==> src/rtl/ssg_pkg.sv <==
`default_nettype none

package ssg_pkg;

    localparam int WINDOW_FRAMES = 16;
    localparam int TAG_BITS      = 16;
    localparam int THR_BITS      = 5;
    localparam int THR_RESET     = 14;

    localparam int IDX_W   = (WINDOW_FRAMES > 1) ? $clog2(WINDOW_FRAMES) : 1;
    localparam int CNT_W   = $clog2(WINDOW_FRAMES + 1);
    localparam int CMP_W   = (CNT_W > THR_BITS) ? CNT_W : THR_BITS;
    localparam int TDATA_W = ((TAG_BITS + 7) / 8) * 8;

    typedef enum logic [1:0] {
        KIND_VOICE = 2'd0,
        KIND_START = 2'd1,
        KIND_END   = 2'd2
    } t_kind;

    // window control from the sequencer
    typedef struct packed {
        logic             push;
        logic             flag;
        logic             clear;
        logic             rd_en;
        logic [IDX_W-1:0] rd_off;
    } t_win_ctl;

    typedef struct packed {
        logic [CNT_W-1:0] fill;
        logic [CNT_W-1:0] count;
    } t_win_sts;

    // (base + off) mod WINDOW_FRAMES, base < WINDOW_FRAMES, off <= WINDOW_FRAMES
    function automatic logic [IDX_W-1:0] ptr_add(input logic [IDX_W-1:0] base,
                                                 input logic [CNT_W-1:0] off);
        logic [CNT_W:0] s;
        s = (CNT_W+1)'(base) + (CNT_W+1)'(off);
        if (s >= (CNT_W+1)'(WINDOW_FRAMES)) begin
            s = s - (CNT_W+1)'(WINDOW_FRAMES);
        end
        return s[IDX_W-1:0];
    endfunction

endpackage

`default_nettype wire

==> src/rtl/ssg_window.sv <==
`default_nettype none

module ssg_window (
    input  wire                              i_clk,
    input  wire                              i_rst_n,
    input  ssg_pkg::t_win_ctl                i_ctl,
    input  wire  [ssg_pkg::TAG_BITS-1:0]     i_tag,
    output ssg_pkg::t_win_sts                o_sts,
    output logic [ssg_pkg::TAG_BITS-1:0]     o_rd_tag
);

    logic [ssg_pkg::TAG_BITS-1:0]      r_mem [ssg_pkg::WINDOW_FRAMES];
    logic [ssg_pkg::WINDOW_FRAMES-1:0] r_flags;
    logic [ssg_pkg::TAG_BITS-1:0]      r_rd_tag;
    logic [ssg_pkg::CNT_W-1:0]         r_fill;
    logic [ssg_pkg::CNT_W-1:0]         r_count;
    logic [ssg_pkg::IDX_W-1:0]         r_head;

    logic [ssg_pkg::CNT_W-1:0] w_off;
    logic [ssg_pkg::IDX_W-1:0] w_addr;
    logic                      w_full;

    assign w_full = (r_fill == ssg_pkg::CNT_W'(ssg_pkg::WINDOW_FRAMES));
    // one address adder shared by the push slot and the replay read
    assign w_off  = i_ctl.push ? (w_full ? '0 : r_fill) : ssg_pkg::CNT_W'(i_ctl.rd_off);
    assign w_addr = ssg_pkg::ptr_add(r_head, w_off);

    always_ff @(posedge i_clk) begin
        if (i_ctl.push) begin
            r_mem[w_addr]   <= i_tag;
            r_flags[w_addr] <= i_ctl.flag;
        end
        if (i_ctl.rd_en) begin
            r_rd_tag <= r_mem[w_addr];
        end
    end

    always_ff @(posedge i_clk) begin
        if (!i_rst_n) begin
            r_fill  <= '0;
            r_count <= '0;
            r_head  <= '0;
        end else if (i_ctl.clear) begin
            r_fill  <= '0;
            r_count <= '0;
            r_head  <= '0;
        end else if (i_ctl.push) begin
            if (w_full) begin
                // oldest entry drops out
                r_count <= r_count + ssg_pkg::CNT_W'(i_ctl.flag)
                           - ssg_pkg::CNT_W'(r_flags[r_head]);
                r_head  <= ssg_pkg::ptr_add(r_head, ssg_pkg::CNT_W'(1));
            end else begin
                r_fill  <= r_fill + ssg_pkg::CNT_W'(1);
                r_count <= r_count + ssg_pkg::CNT_W'(i_ctl.flag);
            end
        end
    end

    assign o_sts.fill  = r_fill;
    assign o_sts.count = r_count;
    assign o_rd_tag    = r_rd_tag;

    a_fill_bound: assert property (@(posedge i_clk) disable iff (!i_rst_n)
        r_fill <= ssg_pkg::CNT_W'(ssg_pkg::WINDOW_FRAMES))
        else $error("window fill above window length");

    a_count_bound: assert property (@(posedge i_clk) disable iff (!i_rst_n)
        r_count <= r_fill)
        else $error("voiced count above fill");

    a_clear: assert property (@(posedge i_clk) disable iff (!i_rst_n)
        i_ctl.clear |=> (r_fill == '0 && r_count == '0))
        else $error("window not empty after clear");

endmodule

`default_nettype wire

==> src/rtl/speech_segment_gate_top.sv <==
`default_nettype none

// Speech segment gate.
// Input stream: s_axis_tdata carries the frame tag, s_axis_tuser[0] the voiced
// flag. Output stream: m_axis_tdata carries the frame tag (zero for events),
// m_axis_tuser the result kind (voice frame, speech start, segment end), and
// m_axis_tlast marks the final result caused by one input frame.
// Config channel i_cfg_valid/o_cfg_ready/i_cfg_data writes the trigger
// threshold; write it only while the block is idle.
// One frame is handled at a time through a small sequencer: transfer, window
// push, threshold check, then results. A trigger replays every buffered frame,
// oldest first. The replay rate is one tag per cycle from the registered read
// port of the tag store while the output register is free. Results leave
// through a single output register; while the receiver stalls the sequencer
// waits and s_axis_tready stays low until the frame's last result is loaded.
// Synchronous reset empties the window, returns to idle and sets the
// threshold to 14.

module speech_segment_gate_top (
    input  wire                               i_clk,
    input  wire                               i_rst_n,
    input  wire                               s_axis_tvalid,
    output logic                              s_axis_tready,
    input  wire  [ssg_pkg::TDATA_W-1:0]       s_axis_tdata,  // frame_tag
    input  wire  [0:0]                        s_axis_tuser,  // voiced
    output logic                              m_axis_tvalid,
    input  wire                               m_axis_tready,
    output logic [ssg_pkg::TDATA_W-1:0]       m_axis_tdata,  // out_tag
    output logic [1:0]                        m_axis_tuser,  // result_kind
    output logic                              m_axis_tlast,
    input  wire                               i_cfg_valid,
    output logic                              o_cfg_ready,
    input  wire  [ssg_pkg::THR_BITS-1:0]      i_cfg_data
);

    typedef enum logic [2:0] {
        ST_IN,
        ST_PUSH,
        ST_CHECK,
        ST_VOICE,
        ST_END,
        ST_START,
        ST_REPLAY
    } t_state;

    t_state                          r_state;
    logic                            r_active;
    logic                            r_end;
    logic [ssg_pkg::THR_BITS-1:0]    r_thr;
    logic [ssg_pkg::TAG_BITS-1:0]    r_tag;
    logic                            r_flag;
    logic [ssg_pkg::IDX_W-1:0]       r_idx;
    logic                            r_ov;
    ssg_pkg::t_kind                  r_okind;
    logic [ssg_pkg::TAG_BITS-1:0]    r_otag;
    logic                            r_olast;

    ssg_pkg::t_win_ctl               w_ctl;
    ssg_pkg::t_win_sts               w_sts;
    logic [ssg_pkg::TAG_BITS-1:0]    w_rd_tag;
    logic                            w_out_free;
    logic                            w_load;
    logic                            w_start_hit;
    logic                            w_end_hit;
    logic                            w_rep_last;
    logic [ssg_pkg::CMP_W-1:0]       w_thr_x;

    ssg_window u_window (
        .i_clk    (i_clk),
        .i_rst_n  (i_rst_n),
        .i_ctl    (w_ctl),
        .i_tag    (r_tag),
        .o_sts    (w_sts),
        .o_rd_tag (w_rd_tag)
    );

    assign w_out_free  = !r_ov || m_axis_tready;
    // output register takes a new result in every result state once free
    assign w_load      = w_out_free && (r_state inside {ST_VOICE, ST_END, ST_START, ST_REPLAY});
    assign w_thr_x     = ssg_pkg::CMP_W'(r_thr);
    assign w_start_hit = ssg_pkg::CMP_W'(w_sts.count) > w_thr_x;
    assign w_end_hit   = ssg_pkg::CMP_W'(w_sts.fill - w_sts.count) > w_thr_x;
    assign w_rep_last  = (ssg_pkg::CNT_W'(r_idx) + ssg_pkg::CNT_W'(1)) == w_sts.fill;

    always_comb begin
        w_ctl        = '0;
        w_ctl.flag   = r_flag;
        w_ctl.rd_off = r_idx + ssg_pkg::IDX_W'(1);
        case (r_state)
            ST_PUSH: begin
                w_ctl.push = 1'b1;
            end
            ST_START: begin
                w_ctl.rd_en  = w_out_free;
                w_ctl.rd_off = '0;
            end
            ST_REPLAY: begin
                w_ctl.rd_en = w_out_free && !w_rep_last;
                w_ctl.clear = w_out_free && w_rep_last;
            end
            ST_END: begin
                w_ctl.clear = w_out_free;
            end
            default: begin
            end
        endcase
    end

    always_ff @(posedge i_clk) begin
        if (!i_rst_n) begin
            r_state  <= ST_IN;
            r_active <= 1'b0;
            r_end    <= 1'b0;
            r_thr    <= ssg_pkg::THR_BITS'(ssg_pkg::THR_RESET);
            r_idx    <= '0;
            r_ov     <= 1'b0;
        end else begin
            if (i_cfg_valid) begin
                r_thr <= i_cfg_data;
            end
            if (w_load) begin
                r_ov <= 1'b1;
            end else if (m_axis_tready) begin
                r_ov <= 1'b0;
            end
            case (r_state)
                ST_IN: begin
                    if (s_axis_tvalid) begin
                        r_tag   <= s_axis_tdata[ssg_pkg::TAG_BITS-1:0];
                        r_flag  <= s_axis_tuser[0];
                        r_state <= ST_PUSH;
                    end
                end
                ST_PUSH: begin
                    r_state <= ST_CHECK;
                end
                ST_CHECK: begin
                    if (r_active) begin
                        r_end   <= w_end_hit;
                        r_state <= ST_VOICE;
                    end else if (w_start_hit) begin
                        r_state <= ST_START;
                    end else begin
                        r_state <= ST_IN;
                    end
                end
                ST_VOICE: begin
                    if (w_out_free) begin
                        r_okind <= ssg_pkg::KIND_VOICE;
                        r_otag  <= r_tag;
                        r_olast <= !r_end;
                        r_state <= r_end ? ST_END : ST_IN;
                    end
                end
                ST_END: begin
                    if (w_out_free) begin
                        r_okind  <= ssg_pkg::KIND_END;
                        r_otag   <= '0;
                        r_olast  <= 1'b1;
                        r_active <= 1'b0;
                        r_state  <= ST_IN;
                    end
                end
                ST_START: begin
                    if (w_out_free) begin
                        r_okind <= ssg_pkg::KIND_START;
                        r_otag  <= '0;
                        r_olast <= 1'b0;
                        r_idx   <= '0;
                        r_state <= ST_REPLAY;
                    end
                end
                ST_REPLAY: begin
                    if (w_out_free) begin
                        r_okind <= ssg_pkg::KIND_VOICE;
                        r_otag  <= w_rd_tag;
                        r_olast <= w_rep_last;
                        r_idx   <= r_idx + ssg_pkg::IDX_W'(1);
                        if (w_rep_last) begin
                            r_active <= 1'b1;
                            r_state  <= ST_IN;
                        end
                    end
                end
                default: begin
                    r_state <= ST_IN;
                end
            endcase
        end
    end

    assign s_axis_tready = (r_state == ST_IN);
    assign o_cfg_ready   = 1'b1;
    assign m_axis_tvalid = r_ov;
    assign m_axis_tdata  = ssg_pkg::TDATA_W'(r_otag);
    assign m_axis_tuser  = r_okind;
    assign m_axis_tlast  = r_olast;

    a_one_frame: assert property (@(posedge i_clk) disable iff (!i_rst_n)
        (s_axis_tvalid && s_axis_tready) |=> !s_axis_tready)
        else $error("second frame taken while one is in work");

    a_start_not_last: assert property (@(posedge i_clk) disable iff (!i_rst_n)
        (m_axis_tvalid && m_axis_tuser == ssg_pkg::KIND_START) |-> !m_axis_tlast)
        else $error("speech start marked last");

    a_end_last: assert property (@(posedge i_clk) disable iff (!i_rst_n)
        (m_axis_tvalid && m_axis_tuser == ssg_pkg::KIND_END) |-> (m_axis_tlast && !r_active))
        else $error("segment end not last or still active");

    a_replay_fill: assert property (@(posedge i_clk) disable iff (!i_rst_n)
        (r_state == ST_START) |-> (w_sts.fill != '0))
        else $error("speech start with empty window");

endmodule

`default_nettype wire

==> config.mk <==
export PLATFORM = sky130hd
export DESIGN_NAME = speech_segment_gate_top
export DESIGN_NICKNAME = d
export VERILOG_FILES = /design/src/rtl/ssg_pkg.sv /design/src/rtl/ssg_window.sv /design/src/rtl/speech_segment_gate_top.sv
export SDC_FILE = /design/constraint.sdc
export NUM_CORES = 1
export LEC_CHECK = 0
export ABC_AREA = 1
export ABC_CLOCK_PERIOD_IN_PS = 3860
export BUFFER_PORTS_ARGS = -buffer_cell sky130_fd_sc_hd__buf_2
export CAP_MARGIN = 20
export CORE_UTILIZATION = 35
export DETAILED_ROUTE_END_ITERATION = 6
export PLACE_DENSITY_LB_ADDON = 0.08
export SLEW_MARGIN = 30
export SYNTH_ARGS = -nofsm -noshare
export SYNTH_HDL_FRONTEND = slang
export SYNTH_SLANG_ARGS = --single-unit
==> constraint.sdc <==
create_clock -name i_clk -period 3.86 [get_ports i_clk]
set_clock_uncertainty 0.2 [all_clocks]
set_input_delay 0.193 -clock i_clk [delete_from_list [all_inputs] [get_ports i_clk]]
set_output_delay 0.193 -clock i_clk [all_outputs]
set_load 0.01 [all_outputs]
==> impl_summary.log, run 1 <==
INFO  metric synth_fp_nets = around 1200
INFO  metric global_route_met3_utilization = around 2.7%
INFO  metric drt_wl_total = 41100 um
INFO  metric grt_pass1_wl = 59800 um
INFO  metric dieWidth = 205 um
INFO  metric finalCriticalPeriod = between 3 and 4 ns
INFO  metric globalRouteTotalUtil = between 10% and 20%
INFO  metric crit_type = register to register
INFO  metric crit_top_cell = sky130_fd_sc_hd__inv_1
INFO  metric report.final.setup_viol = 0
INFO  metric areaGrowthSynthToFinish = 20.8%
INFO  metric clock_sinks = ~350
INFO  metric grt_antenna_before_repair = 0
INFO  metric layoutNonFillerInstCount = 1813
INFO  metric ys.flop_type = sky130_fd_sc_hd__edfxtp_1
INFO  metric critical_path.startpoint_type = register
INFO  metric run_status = completed
INFO  metric crit_path_max_fanout = 25
INFO  metric groute.layer.met1.usage = between 20 and 30%
INFO  metric dieArea = around 42000 um2
INFO  metric design.core.area = 40100 um2
INFO  metric grt_max_degree = 58
INFO  metric die_y = 205 um
INFO  metric worst_slew_pin_slew = around 0.86 ns
INFO  metric yosys.area.top_type = sky130_fd_sc_hd__edfxtp_1
INFO  metric worst_path_required_time = about 3.9 ns
INFO  metric clockBufferDepth = 3
INFO  metric worst_hold_startpoint = s_axis_tdata[15]
INFO  metric detailedRoute.firstPassIterationCount = 5
INFO  metric design.final.nets = around 1300
INFO  metric multi_input_comb_area = 3700 um2
INFO  metric via_per_inst = 5.06
INFO  metric worstSetupStartpoint = u_window.r_fill[0]
INFO  metric post_detail_place_hpwl = 25100 um
INFO  metric cp_data_arrival_time = about 3.7 ns
INFO  metric crit_path_top_delay_cell = sky130_fd_sc_hd__fa_2
INFO  metric pre_cts_ws = -0.0460 ns
INFO  metric synth-seq-cells = about 350
INFO  metric clk-insertion-delay-late = around 0.55 ns
INFO  metric hp-class = input pin to register
INFO  metric clock.fmax = between 200 and 300 MHz
INFO  metric r2r_start = u_window.r_fill[0]
INFO  metric core.rowCount = between 70 and 80
INFO  metric final.period_utilization = around 95%
INFO  metric path_cells = inv_1 > ha_1 > nand4_1 > nand2_2 > nor2_1 > inv_1 > o21ai_0 > ha_1 > inv_1 > fa_2 > nor2_4 > buf_12 > nand2_1 > nor2_2 > buf_4
INFO  metric largest_cells_by_area_after_synthesis = sky130_fd_sc_hd__edfxtp_1 (68%), sky130_fd_sc_hd__nand2_1 (6.2%), sky130_fd_sc_hd__dfxtp_1 (4.0%), sky130_fd_sc_hd__a22oi_1 (3.9%), sky130_fd_sc_hd__ha_1 (2.2%)
INFO  metric clk_transition_reported_paths = about 0.060 ns
INFO  metric vdd_ir_drop_max = 0.284 mV
INFO  metric cellLeakagePower = ~6.2 nW
INFO  metric dp_cells = between 1500 and 2000
INFO  metric route.detailed.drc = 0
INFO  metric insertedDiodeCount = 0
INFO  metric drtIter0Drc = 548
INFO  metric final-max-slew-violation-count = 0
INFO  metric synth_edf_count = 324
INFO  metric grt_pass1_vias = around 9400
INFO  metric cap_viol_max_count = 0
INFO  metric cts_tree = yes
INFO  metric sequential_area_share_after_synthesis = about 70%
INFO  metric layout.area.seq = 10300 um2
INFO  metric cts_inserted_buffers = 39
INFO  metric final.setup.worst_slack = 0.182 ns
INFO  metric postSynthCellCount = approximately 1100
INFO  metric worst_path_largest_cell_delay = approximately 0.50 ns
INFO  metric via_count = between 9000 and 10000
INFO  metric routed_wire_length_per_instance = roughly 23 um
INFO  metric p_per_area = about 500 nW/um2
INFO  metric synth_warnings = 0
INFO  metric fillers = 3761
INFO  metric gp_congestion = about 0.82
INFO  metric syn-mean-instance-area = 12.9 um2
INFO  metric grt_overflow_total = 0
INFO  metric critical_path.endpoint_type = register
INFO  metric relSlewSlack = 42.7%
INFO  metric antenna_violating_nets_post_route = 0
INFO  metric top_usage_layer = met2
INFO  metric initial_core_util = 35.9%
INFO  metric h_tree_lvls = 2
INFO  metric numPortBuffers = 47
INFO  metric netlist-cell-type-count = 42
INFO  metric design.portCount = a little under 50
INFO  metric synth_largest_type_area_fraction = 67.6%
INFO  metric grt_use_met2 = between 30% and 40%
INFO  metric ys_async_sr_fraction = 0%
INFO  metric layout-drive-gt1-share = 17.2%
INFO  metric hold_viol_final = 0
INFO  metric synth.cell_area = ~14000 um2
INFO  metric cts.root.buffer_cell = sky130_fd_sc_hd__clkbuf_16
[path summary, 6_finish.rpt]
| path | depth (start not counted) | end | slack, ns |
|---|---|---|---|
| min reg2reg | 2 | r_state[2] | 0.32 |
| max reg2reg | 15 | u_window.r_mem[3][14] | 0.18 |
| min | 2 | r_tag[15] | 0.15 |
| max | 15 | u_window.r_mem[3][14] | 0.18 |
[cell usage in the layout, fill, tap and decap left out, drive strengths merged, types with 43 or more instances in the layout]
| master | count |
|---|---|
| a22oi | 74 |
| edfxtp | 324 |
| nand3 | 45 |
| nand2 | 251 |
| o21ai | 43 |
| clkbuf | 50 |
| buf | 113 |
| a21oi | 45 |
| nor2 | 57 |
| inv | 71 |
[synthesized netlist by cell type, types with 5 or more instances]
cell / count
sky130_fd_sc_hd__nand4_1: 34
sky130_fd_sc_hd__ha_1: 25
sky130_fd_sc_hd__inv_1: 65
sky130_fd_sc_hd__edfxtp_1: 324
sky130_fd_sc_hd__xor2_1: 11
sky130_fd_sc_hd__nor2_1: 55
sky130_fd_sc_hd__dfxtp_1: 29
sky130_fd_sc_hd__nand2_1: 237
sky130_fd_sc_hd__inv_2: 5
sky130_fd_sc_hd__nand3_1: 45
sky130_fd_sc_hd__clkbuf_1: 19
sky130_fd_sc_hd__buf_2: 11
sky130_fd_sc_hd__a22o_1: 16
sky130_fd_sc_hd__o21ai_2: 10
sky130_fd_sc_hd__a21oi_1: 45
sky130_fd_sc_hd__nand2_2: 12
sky130_fd_sc_hd__and2_1: 10
sky130_fd_sc_hd__buf_1: 13
sky130_fd_sc_hd__xnor2_1: 5
sky130_fd_sc_hd__a22oi_1: 74
sky130_fd_sc_hd__o21ai_0: 32
[metal layers]
layer | up-vias | share of wire, % | routed length (um)
li1 | 4349 | - | -
met1 | 4564 | 46 | 18700
met2 | 199 | 48 | 19700
met3 | 61 | 3.7 | 1500
met4 | 0 | 2.8 | 1160
met5 | - | 0 | 0
[through the flow]
| stage | utilization [%] | TNS [ns] | instance area [um2] | total power, W | hold WS, ns |
|---|---|---|---|---|---|
| detailed placement | 39.2 | -0.558 | 15700 | 0.00509 | 0.171 |
| CTS | 43.1 | 0 | 17300 | 0.00857 | 0.113 |
| finish | 43.4 | 0 | 17400 | 0.00848 | 0.148 |
| global placement | 39.2 | -1.58 | 15700 | 0.00509 | 0.169 |
| floorplan | - | -30.42 | 14400 | 0.00480 | 0.0919 |
| global route | 43.4 | -0.222 | 17400 | 0.00880 | 0.130 |
[state kept, by name (all words and copies together), names as in the netlist, 2 cells and up]
| signal | count |
|---|---|
| m_axis_tdata | 16 |
| m_axis_tuser | 2 |
| r_idx | 4 |
| r_state | 3 |
| r_tag | 16 |
| r_thr | 5 |
| u_window.o_rd_tag | 16 |
| u_window.r_count | 5 |
| u_window.r_fill | 5 |
| u_window.r_flags | 16 |
| u_window.r_head | 4 |
| u_window.r_mem | 256 |
[timing repair]
action | in CTS | in global routing
buffers inserted | 0 | 1
endpoints found under the setup margin | 17 | 286
cloned | 0 | 2
gates resized for setup | 1 | 15
pin swaps | 0 | 3
hold buffers | 36 | 0
endpoints found under the hold margin | 27 | 0
[power by group]
part           internal (W)  switching [W]
clock               0.00196        0.00147
combinational      0.000268       0.000445
sequential          0.00426      0.0000768
total               0.00648        0.00199
[area by class of cell]
cell class,count,share of cell area [%]
multi-input cells,645,21.3
repair buffers,151,7.41
flip-flops and latches,353,59.3
clock inverters,21,0.756
inverters,70,1.51
well taps,525,3.78
clock buffers,48,5.93
[critical path, delay by kind of cell, from the launching register on]
family                   cells  cell delay, ns
AND/OR/NAND/NOR              6            1.03
AO/OA/AOI/OAI                1            0.11
buffers and inverters        5            0.78
adder cells (fa/ha/maj)      3            0.90
flip-flops                   1            0.32
[cells by family (layout without fill, tap and decap cells)]
family / count (synthesis) / count (layout) / share of synthesized area (%)
buf+inv: 117 / 290 / 3.37
flops: 353 / 353 / 71.7
other cells: 1 / 1 / 0.0261
fa+ha+maj: 27 / 27 / 2.45
compound gates: 194 / 194 / 9.00
simple gates: 403 / 403 / 12.3
mux: 4 / 4 / 0.278
xor+xnor: 16 / 16 / 0.974
Power figures use the tool's default switching activity.
==> run 2: changes to the inputs <==
--- a/config.mk
+++ b/config.mk
@@ -6,7 +6,7 @@
 export NUM_CORES = 1
 export LEC_CHECK = 0
 export ABC_AREA = 1
-export ABC_CLOCK_PERIOD_IN_PS = 3860
+export ABC_CLOCK_PERIOD_IN_PS = 4200
 export BUFFER_PORTS_ARGS = -buffer_cell sky130_fd_sc_hd__buf_2
 export CAP_MARGIN = 20
 export CORE_UTILIZATION = 35
==> constraint.sdc (replaced) <==
create_clock -name i_clk -period 4.2 [get_ports i_clk]
set_clock_uncertainty 0.2 [all_clocks]
set_input_delay 0.21 -clock i_clk [delete_from_list [all_inputs] [get_ports i_clk]]
set_output_delay 0.21 -clock i_clk [all_outputs]
set_load 0.01 [all_outputs]
==> run 2 against run 1 <==
Critical path depth rose by 2. Final area decreased by 0.28%. First-iteration DRC count increased by 5.1%. Die area stayed put. Register-to-register slack improved by 0.13 ns. Sequential cell count stayed put. Critical endpoint is now u_window.r_mem[9][4]. Largest cell class unchanged. Largest power group unchanged.
==> impl_summary.log, run 2 (synthesis results as in run 1) <==
INFO  metric grt_pass1_wl = 57900 um (-3.2%)
INFO  metric grt_antenna_before_repair = 0 (unchanged)
INFO  metric antenna_violating_nets_post_route = 0 (unchanged)
INFO  metric cp_data_arrival_time = 3.94 ns (+0.23 ns)
INFO  metric cts_inserted_buffers = 40 (+2.6%)
INFO  metric grt_max_degree = 35 (-40%)
INFO  metric crit_path_max_fanout = 30 (+20%)
INFO  metric clock.fmax = 257 MHz (-5.5%)
INFO  metric layoutNonFillerInstCount = 1811 (-0.11%)
INFO  metric r2r_start = r_state[0]
INFO  metric finalCriticalPeriod = 3.89 ns (+0.214 ns)
INFO  metric cts.root.buffer_cell = sky130_fd_sc_hd__clkbuf_16
INFO  metric timing.setup.tns = 0 ns (unchanged)
INFO  metric cellLeakagePower = 6.16 nW (-0.29%)
INFO  metric via_count = 9174 (+0.011%)
INFO  metric globalRouteTotalUtil = 19.0% (-0.70 points)
INFO  metric hold_viol_final = 0 (unchanged)
INFO  metric mostFrequentLayoutCell = sky130_fd_sc_hd__edfxtp_1
INFO  metric die_y = 205 um (unchanged)
INFO  metric drt_wl_total = 38800 um (-5.5%)
INFO  metric routed_wire_length_per_instance = 21.4 um (-5.4%)
INFO  metric p_per_area = 459 nW/um2 (-5.9%)
INFO  metric areaGrowthSynthToFinish = 20.5%
INFO  metric worst_slew_pin_slew = 0.725 ns (-0.135 ns)
INFO  metric design.core.area = 40100 um2 (unchanged)
INFO  metric min_path_cells = 2 (unchanged)
INFO  metric worst-r2r-cell-count = 17 (+2)
INFO  metric grt_pass1_vias = 9210 (-2.3%)
INFO  metric clk_transition_reported_paths = 0.06 ns (about the same)
INFO  metric clockBufferDepth = 3 (unchanged)
INFO  metric cts_tree = yes
INFO  metric design.portCount = 49 (unchanged)
INFO  metric vdd_ir_drop_max = 0.296 mV (+4.2%)
INFO  metric relSlewSlack = 51.5% (+8.9 points)
INFO  metric route.detailed.drc = 0 (unchanged)
INFO  metric crit_type = register to register
INFO  metric clock_sinks = 353 (unchanged)
INFO  metric worst_hold_startpoint = s_axis_tdata[7]
INFO  metric run_status = completed
INFO  metric layout-drive-gt1-share = 16.7% (-0.50 points)
INFO  metric numPortBuffers = 47 (unchanged)
INFO  metric max_ffs_per_register = 256 (unchanged)
INFO  metric detailedRoute.firstPassIterationCount = 5 (unchanged)
INFO  metric clk-insertion-delay-late = 0.57 ns (+0.02 ns)
INFO  metric h_tree_lvls = 2 (unchanged)
INFO  metric holdPathEnd = r_tag[7]
INFO  metric design.final.nets = 1307 (-0.53%)
INFO  metric initial_core_util = 35.9% (unchanged)
INFO  metric gp_congestion = 0.750 (-8.3%)
INFO  metric hp-class = input pin to register
INFO  metric post_detail_place_hpwl = 24100 um (-3.7%)
INFO  metric grt_overflow_total = 0 (unchanged)
INFO  metric critical_path.endpoint_type = register
INFO  metric via_per_inst = 5.07 (+0.12%)
INFO  metric cap_viol_max_count = 0 (unchanged)
INFO  metric final.period_utilization = 92.7% (-2.6 points)
INFO  metric report.final.setup_viol = 0 (unchanged)
INFO  metric largest_register = u_window.r_mem
INFO  metric drtIter0Drc = 576 (+5.1%)
INFO  metric final-max-slew-violation-count = 0 (unchanged)
INFO  metric dieArea = 41900 um2 (unchanged)
INFO  metric critical_path.startpoint_type = register
INFO  metric core.rowCount = 73 (unchanged)
INFO  metric worstReg2RegEnd = u_window.r_mem[9][4]
INFO  metric mostFrequentLayoutCells = sky130_fd_sc_hd__edfxtp_1 (324), sky130_fd_sc_hd__nand2_1 (237), sky130_fd_sc_hd__a22oi_1 (74)
INFO  metric rsz0062_at_grt = false
INFO  metric setup.reg_to_reg.worst_slack = 0.31 ns (+0.13 ns)
INFO  metric worst_path_required_time = 4.24 ns (+0.35 ns)
INFO  metric dp_cells = 1700 (-0.29%)
INFO  metric dieWidth = 205 um (unchanged)
run 2: cell types whose count changed in the layout (fill, tap and decap cells not counted), moves of 3 or more:
cell	before	now
sky130_fd_sc_hd__nand2_1	234	237
sky130_fd_sc_hd__buf_4	48	51
sky130_fd_sc_hd__nand2_2	15	12
sky130_fd_sc_hd__clkbuf_1	8	11
sky130_fd_sc_hd__buf_6	9	0
sky130_fd_sc_hd__clkinv_1	13	10
run 2: repair_timing:
item                       4_1_cts  5_1_grt
hold endpoints to repair        27        0
gates resized for setup          0        1
setup endpoints to repair        0       39
hold buffers                    36        0
setup buffers                    0        0
run 2: worst max path at each step:
| stage | end | depth (start not counted) | slack, ns | startpoint |
|---|---|---|---|---|
| 2_1_floorplan | u_window.r_flags[0] | 16 | 0.15 | u_window.r_fill[1] |
| 3_3_place_gp | u_window.r_mem[9][3] | 17 | 0.33 | r_state[0] |
| 3_5_place_dp | u_window.r_mem[9][3] | 17 | 0.27 | r_state[0] |
| 4_1_cts | u_window.r_mem[5][14] | 17 | 0.23 | r_state[0] |
| 5_1_grt | u_window.r_mem[9][4] | 17 | 0.05 | r_state[0] |
| 6_report | u_window.r_mem[9][4] | 17 | 0.31 | r_state[0] |
run 2: worst max-delay path, cell delays in order (launching register included):
cell and delay (ns):
sky130_fd_sc_hd__dfxtp_1 0.41, sky130_fd_sc_hd__inv_2 0.10, sky130_fd_sc_hd__nor2_8 0.16, sky130_fd_sc_hd__nand2_4 0.12, sky130_fd_sc_hd__inv_2 0.20, sky130_fd_sc_hd__nand2_1 0.15
sky130_fd_sc_hd__nor2_1 0.17, sky130_fd_sc_hd__inv_1 0.08, sky130_fd_sc_hd__o21ai_0 0.11, sky130_fd_sc_hd__ha_1 0.21, sky130_fd_sc_hd__inv_1 0.05, sky130_fd_sc_hd__fa_2 0.62
sky130_fd_sc_hd__nand2_1 0.11, sky130_fd_sc_hd__inv_2 0.11, sky130_fd_sc_hd__buf_12 0.20, sky130_fd_sc_hd__nand2_1 0.17, sky130_fd_sc_hd__nor2_2 0.16, sky130_fd_sc_hd__buf_4 0.25
run 2: per-layer routing:
layer  share of wire, %  vias up  global-route usage [%]
li1                   -     4336                       -
met1                 45     4575                    25.1
met2                 49      203                    31.8
met3                3.8       60                    2.69
met4                2.5        0                    6.48
met5                  0        -                       0
run 2: final cells by class:
type | instances | area, um2
sequential | 353 | 10300
inverter | 70 | 263
tap | 525 | 657
fill | 3718 | 22800
clock buffer | 52 | 1070
timing repair buffer | 143 | 1160
multi-input combinational | 645 | 3690
clock inverter | 22 | 190
antenna | 1 | 2.50
run 2: power by group:
group	switching [W]	internal [W]	total (W)
Combinational	0.000390	0.000241	0.000631
Clock	0.00142	0.00193	0.00335
Sequential	0.0000647	0.00391	0.00398
run 2: metrics by stage:
stage	utilization, %	setup WS, ns	hold WS, ns	total power (W)	area (um2)
after detailed placement	39.2	0.274	0.188	0.00466	15700
after global routing	43.2	0.0528	0.130	0.00825	17300
after floorplan	-	0.152	0.109	0.00441	14400
after global placement	39.2	0.328	0.187	0.00466	15700
after CTS	43.2	0.231	0.119	0.00806	17300
final	43.2	0.308	0.148	0.00796	17300
